[src/rtl/dvc_pkg.sv]
// shared constants and helpers for the dotted version compare unit
package dvc_pkg;

	localparam int DIGIT_W = 4;
	localparam logic [DIGIT_W-1:0] DOT_CODE = 4'd10;
	localparam logic [7:0] ASCII_ZERO = 8'h30;
	localparam logic [7:0] ASCII_NINE = 8'h39;

	localparam logic [1:0] VERDICT_EQUAL = 2'b00;
	localparam logic [1:0] VERDICT_FIRST = 2'b01;
	localparam logic [1:0] VERDICT_SECOND = 2'b11;

	typedef logic [DIGIT_W-1:0] digit_t;

	// digits become their value, anything else becomes a dot
	function automatic digit_t encode_char(input logic [7:0] code);
		logic [7:0] diff;
		diff = code - ASCII_ZERO;
		if (code >= ASCII_ZERO && code <= ASCII_NINE) begin
			encode_char = diff[DIGIT_W-1:0];
		end else begin
			encode_char = DOT_CODE;
		end
	endfunction

endpackage

[src/rtl/dvc_char_buf.sv]
// character buffer for one version string, registered read
module dvc_char_buf
	import dvc_pkg::*;
#(
	parameter int DEPTH = 256,
	parameter int AW = 8
) (
	input  logic          clk,
	input  logic          wr_en,
	input  logic [AW-1:0] wr_addr,
	input  digit_t        wr_data,
	input  logic          rd_en,
	input  logic [AW-1:0] rd_addr,
	output digit_t        rd_data
);

	digit_t mem [DEPTH];

	always_ff @(posedge clk) begin
		if (wr_en) begin
			mem[wr_addr] <= wr_data;
		end
	end

	always_ff @(posedge clk) begin
		if (rd_en) begin
			rd_data <= mem[rd_addr];
		end
	end

endmodule

[src/rtl/dvc_rev_acc.sv]
// shared decimal accumulate step: acc * 10 + digit, saturating
module dvc_rev_acc
	import dvc_pkg::*;
#(
	parameter int RB = 32
) (
	input  logic [RB-1:0] acc,
	input  digit_t        digit,
	output logic [RB-1:0] acc_next,
	output logic          sat
);

	logic [RB+3:0] wide;

	always_comb begin
		wide = ({4'b0000, acc} << 3) + ({4'b0000, acc} << 1) + {{RB{1'b0}}, digit};
		sat = |wide[RB+3:RB];
		acc_next = sat ? {RB{1'b1}} : wide[RB-1:0];
	end

endmodule

[src/rtl/dotted_version_compare_unit.sv]
// dotted version compare unit: top level with load logic and compare sequencer
// loading: one character word per cycle, s_tready low from the end word to the result
// compare: address and data steps per stored character, check and compare steps per revision
//   pair and an address step at a string end, set by one read port and the shared accumulator
// result valid and ready again as S_DONE sees output free, via S_CHK after the last equal pair
// reset clears lengths, lost flag, sequencer and output valid; buffers are not cleared
module dotted_version_compare_unit
	import dvc_pkg::*;
#(
	parameter int MAX_CHARS = 256,
	parameter int REVISION_BITS = 32
) (
	input  logic       clk,
	input  logic       arst_n,
	input  logic       s_tvalid,
	output logic       s_tready,
	input  logic [7:0] s_tdata,  // char_code[7:0]
	input  logic [1:0] s_tuser,  // string_sel[0], char_valid[1]
	input  logic       s_tlast,  // end_of_load
	output logic       m_tvalid,
	input  logic       m_tready,
	output logic [7:0] m_tdata,  // verdict[1:0], zero fill [7:2]
	output logic       m_tuser   // overflow
);

	localparam int AW = (MAX_CHARS > 1) ? $clog2(MAX_CHARS) : 1;
	localparam int LW = $clog2(MAX_CHARS + 2);
	localparam logic [LW-1:0] MAX_LEN = LW'(MAX_CHARS);

	localparam logic [2:0] S_IDLE = 3'd0;
	localparam logic [2:0] S_CHK  = 3'd1;
	localparam logic [2:0] S_ADDR = 3'd2;
	localparam logic [2:0] S_DATA = 3'd3;
	localparam logic [2:0] S_CMP  = 3'd4;
	localparam logic [2:0] S_DONE = 3'd5;

	logic [2:0] state_q;
	logic side_q;
	logic [LW-1:0] len1_q, len2_q, i_q, j_q;
	logic lost_q, sat_q;
	logic [REVISION_BITS-1:0] acc_q, a_q;
	logic [1:0] verdict_q;
	logic out_valid_q;
	logic [1:0] out_verdict_q;
	logic out_ovf_q;

	logic in_acc, store, store1, store2;
	digit_t enc;
	logic [LW-1:0] p_cur, len_cur;
	logic p_in_range;
	logic rd_en1, rd_en2;
	digit_t rd1, rd2, d_cur;
	logic [REVISION_BITS-1:0] acc_next;
	logic acc_sat;
	logic out_free;

	assign s_tready = (state_q == S_IDLE);
	assign in_acc = s_tvalid && s_tready;
	assign store = in_acc && s_tuser[1];
	assign store1 = store && !s_tuser[0] && (len1_q < MAX_LEN);
	assign store2 = store && s_tuser[0] && (len2_q < MAX_LEN);
	assign enc = encode_char(s_tdata);

	assign p_cur = side_q ? j_q : i_q;
	assign len_cur = side_q ? len2_q : len1_q;
	assign p_in_range = (p_cur < len_cur);
	assign rd_en1 = (state_q == S_ADDR) && !side_q && p_in_range;
	assign rd_en2 = (state_q == S_ADDR) && side_q && p_in_range;
	assign d_cur = side_q ? rd2 : rd1;
	assign out_free = !out_valid_q || m_tready;

	dvc_char_buf #(.DEPTH(MAX_CHARS), .AW(AW)) u_buf1 (
		.clk     (clk),
		.wr_en   (store1),
		.wr_addr (len1_q[AW-1:0]),
		.wr_data (enc),
		.rd_en   (rd_en1),
		.rd_addr (i_q[AW-1:0]),
		.rd_data (rd1)
	);

	dvc_char_buf #(.DEPTH(MAX_CHARS), .AW(AW)) u_buf2 (
		.clk     (clk),
		.wr_en   (store2),
		.wr_addr (len2_q[AW-1:0]),
		.wr_data (enc),
		.rd_en   (rd_en2),
		.rd_addr (j_q[AW-1:0]),
		.rd_data (rd2)
	);

	dvc_rev_acc #(.RB(REVISION_BITS)) u_acc (
		.acc      (acc_q),
		.digit    (d_cur),
		.acc_next (acc_next),
		.sat      (acc_sat)
	);

	always_ff @(posedge clk or negedge arst_n) begin
		if (!arst_n) begin
			state_q <= S_IDLE;
			side_q <= 1'b0;
			len1_q <= '0;
			len2_q <= '0;
			i_q <= '0;
			j_q <= '0;
			lost_q <= 1'b0;
			sat_q <= 1'b0;
			out_valid_q <= 1'b0;
		end else begin
			if (state_q == S_DONE && out_free) begin
				out_valid_q <= 1'b1;
			end else if (out_valid_q && m_tready) begin
				out_valid_q <= 1'b0;
			end
			case (state_q)
				S_IDLE: begin
					if (store1) begin
						len1_q <= len1_q + 1'b1;
					end
					if (store2) begin
						len2_q <= len2_q + 1'b1;
					end
					if (store && !store1 && !store2) begin
						lost_q <= 1'b1;
					end
					if (in_acc && s_tlast) begin
						i_q <= '0;
						j_q <= '0;
						sat_q <= 1'b0;
						state_q <= S_CHK;
					end
				end
				S_CHK: begin
					side_q <= 1'b0;
					if (i_q < len1_q || j_q < len2_q) begin
						state_q <= S_ADDR;
					end else begin
						state_q <= S_DONE;
					end
				end
				S_ADDR: begin
					if (p_in_range) begin
						state_q <= S_DATA;
					end else begin
						// end of string closes the revision
						if (side_q) begin
							j_q <= j_q + 1'b1;
							state_q <= S_CMP;
						end else begin
							i_q <= i_q + 1'b1;
							side_q <= 1'b1;
						end
					end
				end
				S_DATA: begin
					if (side_q) begin
						j_q <= j_q + 1'b1;
					end else begin
						i_q <= i_q + 1'b1;
					end
					if (d_cur == DOT_CODE) begin
						if (side_q) begin
							state_q <= S_CMP;
						end else begin
							side_q <= 1'b1;
							state_q <= S_ADDR;
						end
					end else begin
						if (acc_sat) begin
							sat_q <= 1'b1;
						end
						state_q <= S_ADDR;
					end
				end
				S_CMP: begin
					if (a_q != acc_q) begin
						state_q <= S_DONE;
					end else begin
						state_q <= S_CHK;
					end
				end
				S_DONE: begin
					if (out_free) begin
						len1_q <= '0;
						len2_q <= '0;
						lost_q <= 1'b0;
						state_q <= S_IDLE;
					end
				end
				default: begin
					state_q <= S_IDLE;
				end
			endcase
		end
	end

	// revision values, verdict and output payload
	always_ff @(posedge clk) begin
		case (state_q)
			S_IDLE: begin
				verdict_q <= VERDICT_EQUAL;
			end
			S_CHK: begin
				acc_q <= '0;
			end
			S_ADDR: begin
				if (!p_in_range && !side_q) begin
					a_q <= acc_q;
					acc_q <= '0;
				end
			end
			S_DATA: begin
				if (d_cur == DOT_CODE) begin
					if (!side_q) begin
						a_q <= acc_q;
						acc_q <= '0;
					end
				end else begin
					acc_q <= acc_next;
				end
			end
			S_CMP: begin
				if (a_q != acc_q) begin
					verdict_q <= (a_q > acc_q) ? VERDICT_FIRST : VERDICT_SECOND;
				end
			end
			S_DONE: begin
				if (out_free) begin
					out_verdict_q <= verdict_q;
					out_ovf_q <= lost_q || sat_q;
				end
			end
			default: begin
				verdict_q <= VERDICT_EQUAL;
			end
		endcase
	end

	assign m_tvalid = out_valid_q;
	assign m_tdata = {6'b000000, out_verdict_q};
	assign m_tuser = out_ovf_q;

	a_busy_not_ready: assert property (@(posedge clk) disable iff (!arst_n)
		(state_q != S_IDLE) |-> !s_tready)
		else $error("input taken while comparing");

	a_verdict_code: assert property (@(posedge clk) disable iff (!arst_n)
		m_tvalid |-> (out_verdict_q != 2'b10))
		else $error("verdict code out of range");

	a_len_bound: assert property (@(posedge clk) disable iff (!arst_n)
		(len1_q <= MAX_LEN) && (len2_q <= MAX_LEN))
		else $error("buffer length beyond depth");

	a_data_after_addr: assert property (@(posedge clk) disable iff (!arst_n)
		(state_q == S_DATA) |-> ($past(state_q) == S_ADDR))
		else $error("buffer data used without a read");

	a_done_clears: assert property (@(posedge clk) disable iff (!arst_n)
		(state_q == S_DONE && out_free) |=> (len1_q == '0 && len2_q == '0 && m_tvalid))
		else $error("result issued without clearing lengths");

endmodule
[config.mk]
export PLATFORM = sky130hd
export DESIGN_NAME = dotted_version_compare_unit
export DESIGN_NICKNAME = d
export VERILOG_FILES = /design/src/rtl/dvc_pkg.sv /design/src/rtl/dvc_char_buf.sv /design/src/rtl/dvc_rev_acc.sv /design/src/rtl/dotted_version_compare_unit.sv
export SDC_FILE = /design/constraint.sdc
export NUM_CORES = 2
export LEC_CHECK = 0
export BUFFER_PORTS_ARGS = -buffer_cell sky130_fd_sc_hd__buf_2
export CAP_MARGIN = 15
export CORE_MARGIN = 1
export CORE_UTILIZATION = 57
export DETAILED_ROUTE_END_ITERATION = 16
export HOLD_SLACK_MARGIN = 0.03
export PLACE_DENSITY = 0.75
export SYNTH_ARGS = -nofsm -noshare
export SYNTH_HDL_FRONTEND = slang
export SYNTH_SLANG_ARGS = --single-unit
[constraint.sdc]
create_clock -name clk -period 7.6 [get_ports clk]
set_input_delay 0.76 -clock clk [delete_from_list [all_inputs] [get_ports clk]]
set_output_delay 0.76 -clock clk [all_outputs]
set_load 0.02 [all_outputs]
* Yosys cells after proc, flatten, opt, wreduce, memory -nomap -nowiden
Memory sizes are Yosys's and may differ from the RTL's. A register that Yosys moved wholly into a read port is not among the register bits.
Cells that the tools add are included.
** Word-level totals
- Register bits :: 112
- Bits in latches :: 0
- Bits in writable memories :: 2048
- Memory bits (read-only) :: 0
- Input port bits :: 15
- Output and inout port bits :: 11
- Logic and storage cells :: 152
- Memories kept :: 2
** Operators by class
- Add/subtract/negate cells :: 7
- $mul :: 0
- Divide/modulo/power cells :: 0
- Magnitude comparators :: 8
- Equality and inequality tests :: 21
- Shift-type cells :: 0
- Multiplexer cells :: 53
- Bitwise logic cells :: 1
- Reductions and logical operators :: 46
** Memories
- u_buf1.mem :: words 256, bits a word 4, rd ports 1, clocked after memory_dff 1, write ports 1, RTL line dvc_char_buf.sv:17 : digit_t mem [DEPTH];
- u_buf2.mem :: words 256, bits a word 4, rd ports 1, clocked after memory_dff 1, write ports 1, RTL line dvc_char_buf.sv:17
** Operators by type and width (number)
- $mux W32 :: 7
- $pmux W32 S3 :: 1
- $mux W9 :: 10
- $pmux W32 S2 :: 1
- $pmux W9 S3 :: 2
- $add A35 B33 Y36 :: 1
- $add A36 B4 Y36 :: 1
- $add A9 B1 Y9 const B :: 4
- $pmux W9 S2 :: 2
- $gt A32 B32 Y1 :: 1
- $ne A32 B32 Y1 :: 1
- $lt A9 B9 Y1 :: 3
- $mux W3 :: 8
- $reduce_and A3 Y1 :: 7
- $lt A9 B9 Y1 const B :: 2
- $pmux W3 S6 :: 1
- $logic_and A1 B1 Y1 :: 17
- $ne A2 B2 Y1 const B :: 7
- $mux W1 :: 13
- $ne A2 B1 Y1 const B :: 5
- $ge A8 B6 Y1 const B :: 1
- $le A8 B6 Y1 const B :: 1
- $mux W4 :: 2
- $reduce_and A4 Y1 :: 2
- 18 further kinds :: 36

* Logic depth before layout (Yosys ltp)
- Depth after elaboration :: 10
- Depth in mapped cells :: 16
- Mapped depth without buffers :: 14

* Hierarchy
A second synthesis with hierarchy kept.
** Second synthesis, totals
- Cells, all modules :: 5038
- Area, all modules :: 90509.3 µm²
** Modules (own cells, without submodules)
- dvc_char_buf :: times used 2, cells an instance 2051, area each 40715.3 µm²
- dotted_version_compare_unit :: times used 1, cells an instance 599, area each 6407.4 µm²
- dvc_rev_acc :: times used 1, cells an instance 337, area each 2671.3 µm²

* Least setup slack after synthesis
Ideal clock, no wire load.
- Path type :: input port to flip-flop
- From :: input port s_tdata[3]
- To :: memory u_buf1.mem[0][2] (netlist bit) (data pin)
- Setup time :: 3500 ps
- Data arrival time :: 31814 ps
- Slack :: -27714 ps
- Stages on the path :: 2
- Path buffers :: 0
- Cell sequence :: nand2b_1 > nor2_1
** Between the ends
- Cells in the longest elaborated chain, start to end :: 3
- Elaborated cells on any way between the ends :: 4
- Classes of those cells :: order compare: 2; mux: 1; reduce/logical: 1
** RTL lines
- start: declaration :: RTL line dotted_version_compare_unit.sv:17 : input logic [7:0] s_tdata,
- $ge A8 B6 Y1 or $le A8 B6 Y1 (tied branches) :: RTL line dvc_pkg.sv:19 : if (code >= ASCII_ZERO && code <= ASCII_NINE) begin
- $logic_and A1 B1 Y1 (*) :: RTL line dvc_pkg.sv:19
- $mux W4 (*) :: RTL line dvc_pkg.sv:19
- named net enc[2] :: RTL line dotted_version_compare_unit.sv:48 : digit_t enc;
- end: declaration :: RTL line dvc_char_buf.sv:17
Mark *: on every way through the listed nets, which the timed path passes. The rest lies on a longest branch.

* Final worst setup path
- From :: register side_q
- To :: register acc_q[11] (data pin)
** Between the ends
- Cells in the longest elaborated chain, start to end :: 6
- Elaborated cells on any way between the ends :: 7
- Classes of those cells :: add/sub: 1; eq/ne: 1; mux: 4; reduce/logical: 1
** RTL lines
- start: declaration :: RTL line dotted_version_compare_unit.sv:38 : logic side_q;
- start signal: assignment :: RTL line dotted_version_compare_unit.sv:102 : side_q <= 1'b0;
- start signal: assignment :: RTL line dotted_version_compare_unit.sv:135 : side_q <= 1'b0;
- start signal: assignment :: RTL line dotted_version_compare_unit.sv:152 : side_q <= 1'b1;
- $mux W4 (*) :: RTL line dotted_version_compare_unit.sv:69 : assign d_cur = side_q ? rd2 : rd1;
- $add A36 B4 Y36 :: RTL line dvc_rev_acc.sv:16 : wide = ({4'b0000, acc} << 3) + ({4'b0000, acc} << 1) + {{RB{1'b0}}, digit};
- $reduce_or A4 Y1 :: RTL line dvc_rev_acc.sv:17 : sat = |wide[RB+3:RB];
- $mux W32 :: RTL line dvc_rev_acc.sv:18 : acc_next = sat ? {RB{1'b1}} : wide[RB-1:0];
- $mux W32 (*) :: RTL line dotted_version_compare_unit.sv:214 : if (d_cur == DOT_CODE) begin
- $pmux W32 S3 (*) :: RTL line dotted_version_compare_unit.sv:200 : case (state_q)
- end signal: assignment :: RTL line dotted_version_compare_unit.sv:220 : acc_q <= acc_next;
- end: declaration :: RTL line dotted_version_compare_unit.sv:41 : logic [REVISION_BITS-1:0] acc_q, a_q;
Mark *: on every way between the ends. The rest lies on a longest branch, timed or not.
A chain may end at the register's enable or synchronous reset.

==> impl_metrics.py <==
metrics = {
    "run_status": {
        "status": "finished, violations left",
        "violations": "design-rule violations",
    },
    "logic_synthesis": {
        "ys_warn_count": 0,
        "synth_seq_area_share_pct": 73.1,
        "synth_cell_types": 68,
        "synth_xor_area_share_pct": 0.513,
        "synth_edf_count": 2125,
        "synthMuxAreaShare_pct": 17.3,
        "postSynthCellCount": 4475,
        "ys_ff_latch": 2168,
        "synth-simple-area-share_pct": 4.00,
        "async_reset_ff_share_pct": 1.98,
        "synth.cell_area_mm2": 0.0888,
        "ys.flop_type": "edfxtp_1",
        "syn_avg_cell_area_um2": 19.8,
        "synth_compound_area_share_pct": 1.70,
        "synth-adder-area-share_pct": 1.86,
        "synth_top_family_by_area": "multiplexers",
    },
    "die": {
        "die-area_mm2": 0.157,
        "coreArea_mm2": 0.154,
        "die_h_um": 397,
        "boundaryPins": 26,
        "fp.dieW_um": 397,
        "initial_core_util_pct": 57.5,
        "num_rows": 144,
    },
    "global_route": {
        "grt_usage_pct": 25.2,
        "antenna_found_initial": 4,
        "grt_first_pass_wirelength_mm": 292,
        "grt_pass1_vias": 44400,
        "grt_max_degree": 257,
        "grt-ovfl-total": 0,
    },
    "route": {
        "dr.first_iter.drc_count": 5361,
        "drc": 6,
        "dr.pass1.iters": 12,
        "via_per_inst": 6.53,
        "wl_per_cell_um": 29.0,
        "postRouteAntennaNets": 0,
        "vias": 44000,
        "drt_wl_total_mm": 195,
    },
    "clocking": {
        "cts_tree": "done",
        "clock-sinks": 2168,
        "hold_buffers": 0,
        "cts_buffer_depth": 3,
        "cts_buffers": 199,
        "root_buffer": "clkbuf_16",
        "cts-resized-gates": 0,
        "cts_setup_buffers": 0,
        "clk_pin_slew_ns": 0.06,
        "htreeDepth": 4,
        "clock_latency_ns": 0.84,
    },
    "setup_path": {
        "criticalPathCategory": "reg2reg",
        "cp-end-kind": "flip-flop",
        "crit_path_start": "side_q$_DFFE_PN0P_",
        "r2r-start": "side_q$_DFFE_PN0P_",
        "path_max_fanout": 22,
        "cp_data_arrival_time_ns": 5.27,
        "crit_path_start_kind": "flip-flop",
        "required_ns": 8.12,
        "r2r_end": "acc_q[11]$_SDFFCE_PN0P_",
        "cp-endpoint": "acc_q[11]$_SDFFCE_PN0P_",
        "rr_worst_depth": 13,
        "rrSetupSlack_ns": 2.85,
    },
    "timing": {
        "fmax_ghz": 0.210,
        "tns_ns": 0,
        "hold_viol": 0,
        "period_share_pct": 62.5,
        "period_minus_slack_ns": 4.75,
        "tightest_slew_ns": 1.26,
        "grt_setup_unrepaired": "false",
        "slew_violations": 0,
        "hold_ws_ns": 0.110,
        "final-setup-viol-count": 0,
        "slew_headroom_pct": 16.2,
        "finClkSkew_ns": 0.0334,
    },
    "place": {
        "hpwl_mm": 111,
        "gp_congestion": 0.850,
        "port_buffers": 19,
        "place_area_mm2": 0.0911,
    },
    "layout": {
        "drive_gt1_share_pct": 23.6,
        "mostFrequentLayoutCells": "2125 x edfxtp_1, 672 x mux4_2, 589 x nor2_1, 203 x clkbuf_16, 129 x ha_1",
        "areaGrowthSynthToFinish_pct": 10.3,
        "final_common_cell": "edfxtp_1",
        "fin_nets": 4662,
        "final_cell_area_mm2": 0.0980,
    },
    "hold_path": {
        "hold_class": "in2async",
    },
    "pwr": {
        "powerDensity_mw_per_mm2": 360,
        "leakagePower_nw": 30.9,
        "irDropWorstVdd_mv": 0.243,
    },
    "flow_run": {
        "cap_violations": 0,
    },
}
## power by group
group / total [mW] / switching, mW / internal [mW]
combinational: 10.9 / 5.92 / 4.95
sequential: 14.0 / 0.551 / 13.4
clock: 10.4 / 4.35 / 6.04
## layer usage
layer / up-vias / part of all wire [%] / wire (µm) / global-route usage (%)
met1: 23100 / 40 / 77100 / 36.7
met2: 2342 / 49 / 95500 / 39.9
met4: 2 / 2.1 / 4150 / 6.47
met3: 281 / 9.4 / 18300 / 4.76
met5: - / 0.0067 / 13 / 0
li1: 18300 / - / - / -
## worst max-delay path, cell delays in order, from the launching register on
cell and delay [ns]:
dfrtp_1 0.39, mux2_2 0.37, fa_1 0.38, ha_1 0.37
o211ai_1 0.13, o21ai_1 0.35, a21oi_1 0.15, o31ai_1 0.50
a31oi_1 0.28, o31ai_1 0.34, xor2_1 0.16, nor4_4 0.54
buf_4 0.39, a21oi_1 0.11
## sequential cells by signal, indices dropped and copies added, names as in the netlist, 2 cells and up
name	count
a_q	32
u_buf2.rd_data	4
j_q	9
len2_q	9
u_buf2.mem	1024
acc_q	32
verdict_q	2
u_buf1.mem	1024
len1_q	9
out_verdict_q	2
i_q	9
u_buf1.rd_data	4
state_q	3
## Yosys cell counts, drive strengths merged, types with 3 or more instances
cell type | n | area (µm²)
o2111ai | 4 | 35.0
inv | 72 | 270
buf | 91 | 477
o31ai | 6 | 50.1
nor2 | 590 | 2210
or3 | 7 | 43.8
edfxtp | 2125 | 63800
mux4 | 672 | 15100
clkbuf | 164 | 616
xor2 | 18 | 158
dfrtp | 43 | 1080
a21o | 21 | 158
nand3 | 39 | 195
ha | 129 | 1610
nor3 | 22 | 115
nand4 | 22 | 138
nor4 | 6 | 52.6
nand2b | 15 | 93.8
o21bai | 3 | 22.5
xnor2 | 34 | 298
and2 | 5 | 31.3
a21oi | 100 | 500
nand2 | 119 | 447
o22ai | 3 | 18.8
o21a | 7 | 52.6
mux2i | 10 | 100
o21ai | 46 | 230
or2 | 3 | 18.8
mux2 | 12 | 135
a22oi | 18 | 135
and3 | 7 | 43.8
nor2b | 14 | 87.6
o211ai | 7 | 52.6
a211oi | 6 | 45.0
## how the worst min path moves through the flow
stage                               startpoint                          to  cells after the start
finish                                  arst_n        m_tvalid$_DFFE_PN0P_                      1
global route                            arst_n       len2_q[2]$_DFFE_PN0P_                      1
CTS                                     arst_n        m_tvalid$_DFFE_PN0P_                      1
detailed placement  verdict_q[0]$_SDFFCE_PP0P_  out_verdict_q[0]$_DFFE_PP_                      0
global placement    verdict_q[0]$_SDFFCE_PP0P_  out_verdict_q[0]$_DFFE_PP_                      0
floorplan           verdict_q[0]$_SDFFCE_PP0P_  out_verdict_q[0]$_DFFE_PP_                      0
## area by class of cell
class | instances | area, µm²
diodes | 2 | 5.00
clock buffers | 237 | 5220
clock inverters | 138 | 1610
fillers | 9957 | 56500
inverters | 73 | 277
multi-input cells | 1984 | 22600
flip-flops and latches | 2168 | 64900
well taps | 2044 | 2560
repair buffers | 90 | 741
## cell families (layout without fill, tap and decap cells)
family                     Yosys count  after routing
adders and majority gates          131            131
buffers and inverters              328            538
DFF                               2168           2168
xor gates and xnor gates            52             52
muxes                              694            694
other                                1              8
AOI/OAI and AO/OA                  244            244
and+or+nand+nor                    857            857
## stage by stage
step	total power, mW	utilization [%]	setup slack (ns)	instances
after floorplan	21.9	-	-10.07	4480
after global placement	24.9	59.0	2.99	6359
after detailed placement	25.0	59.0	2.93	6359
after CTS	35.3	63.4	2.90	6734
after global routing	36.5	63.4	2.56	6734
final	35.2	63.4	2.85	6736
(Power assumes the default switching activity.)
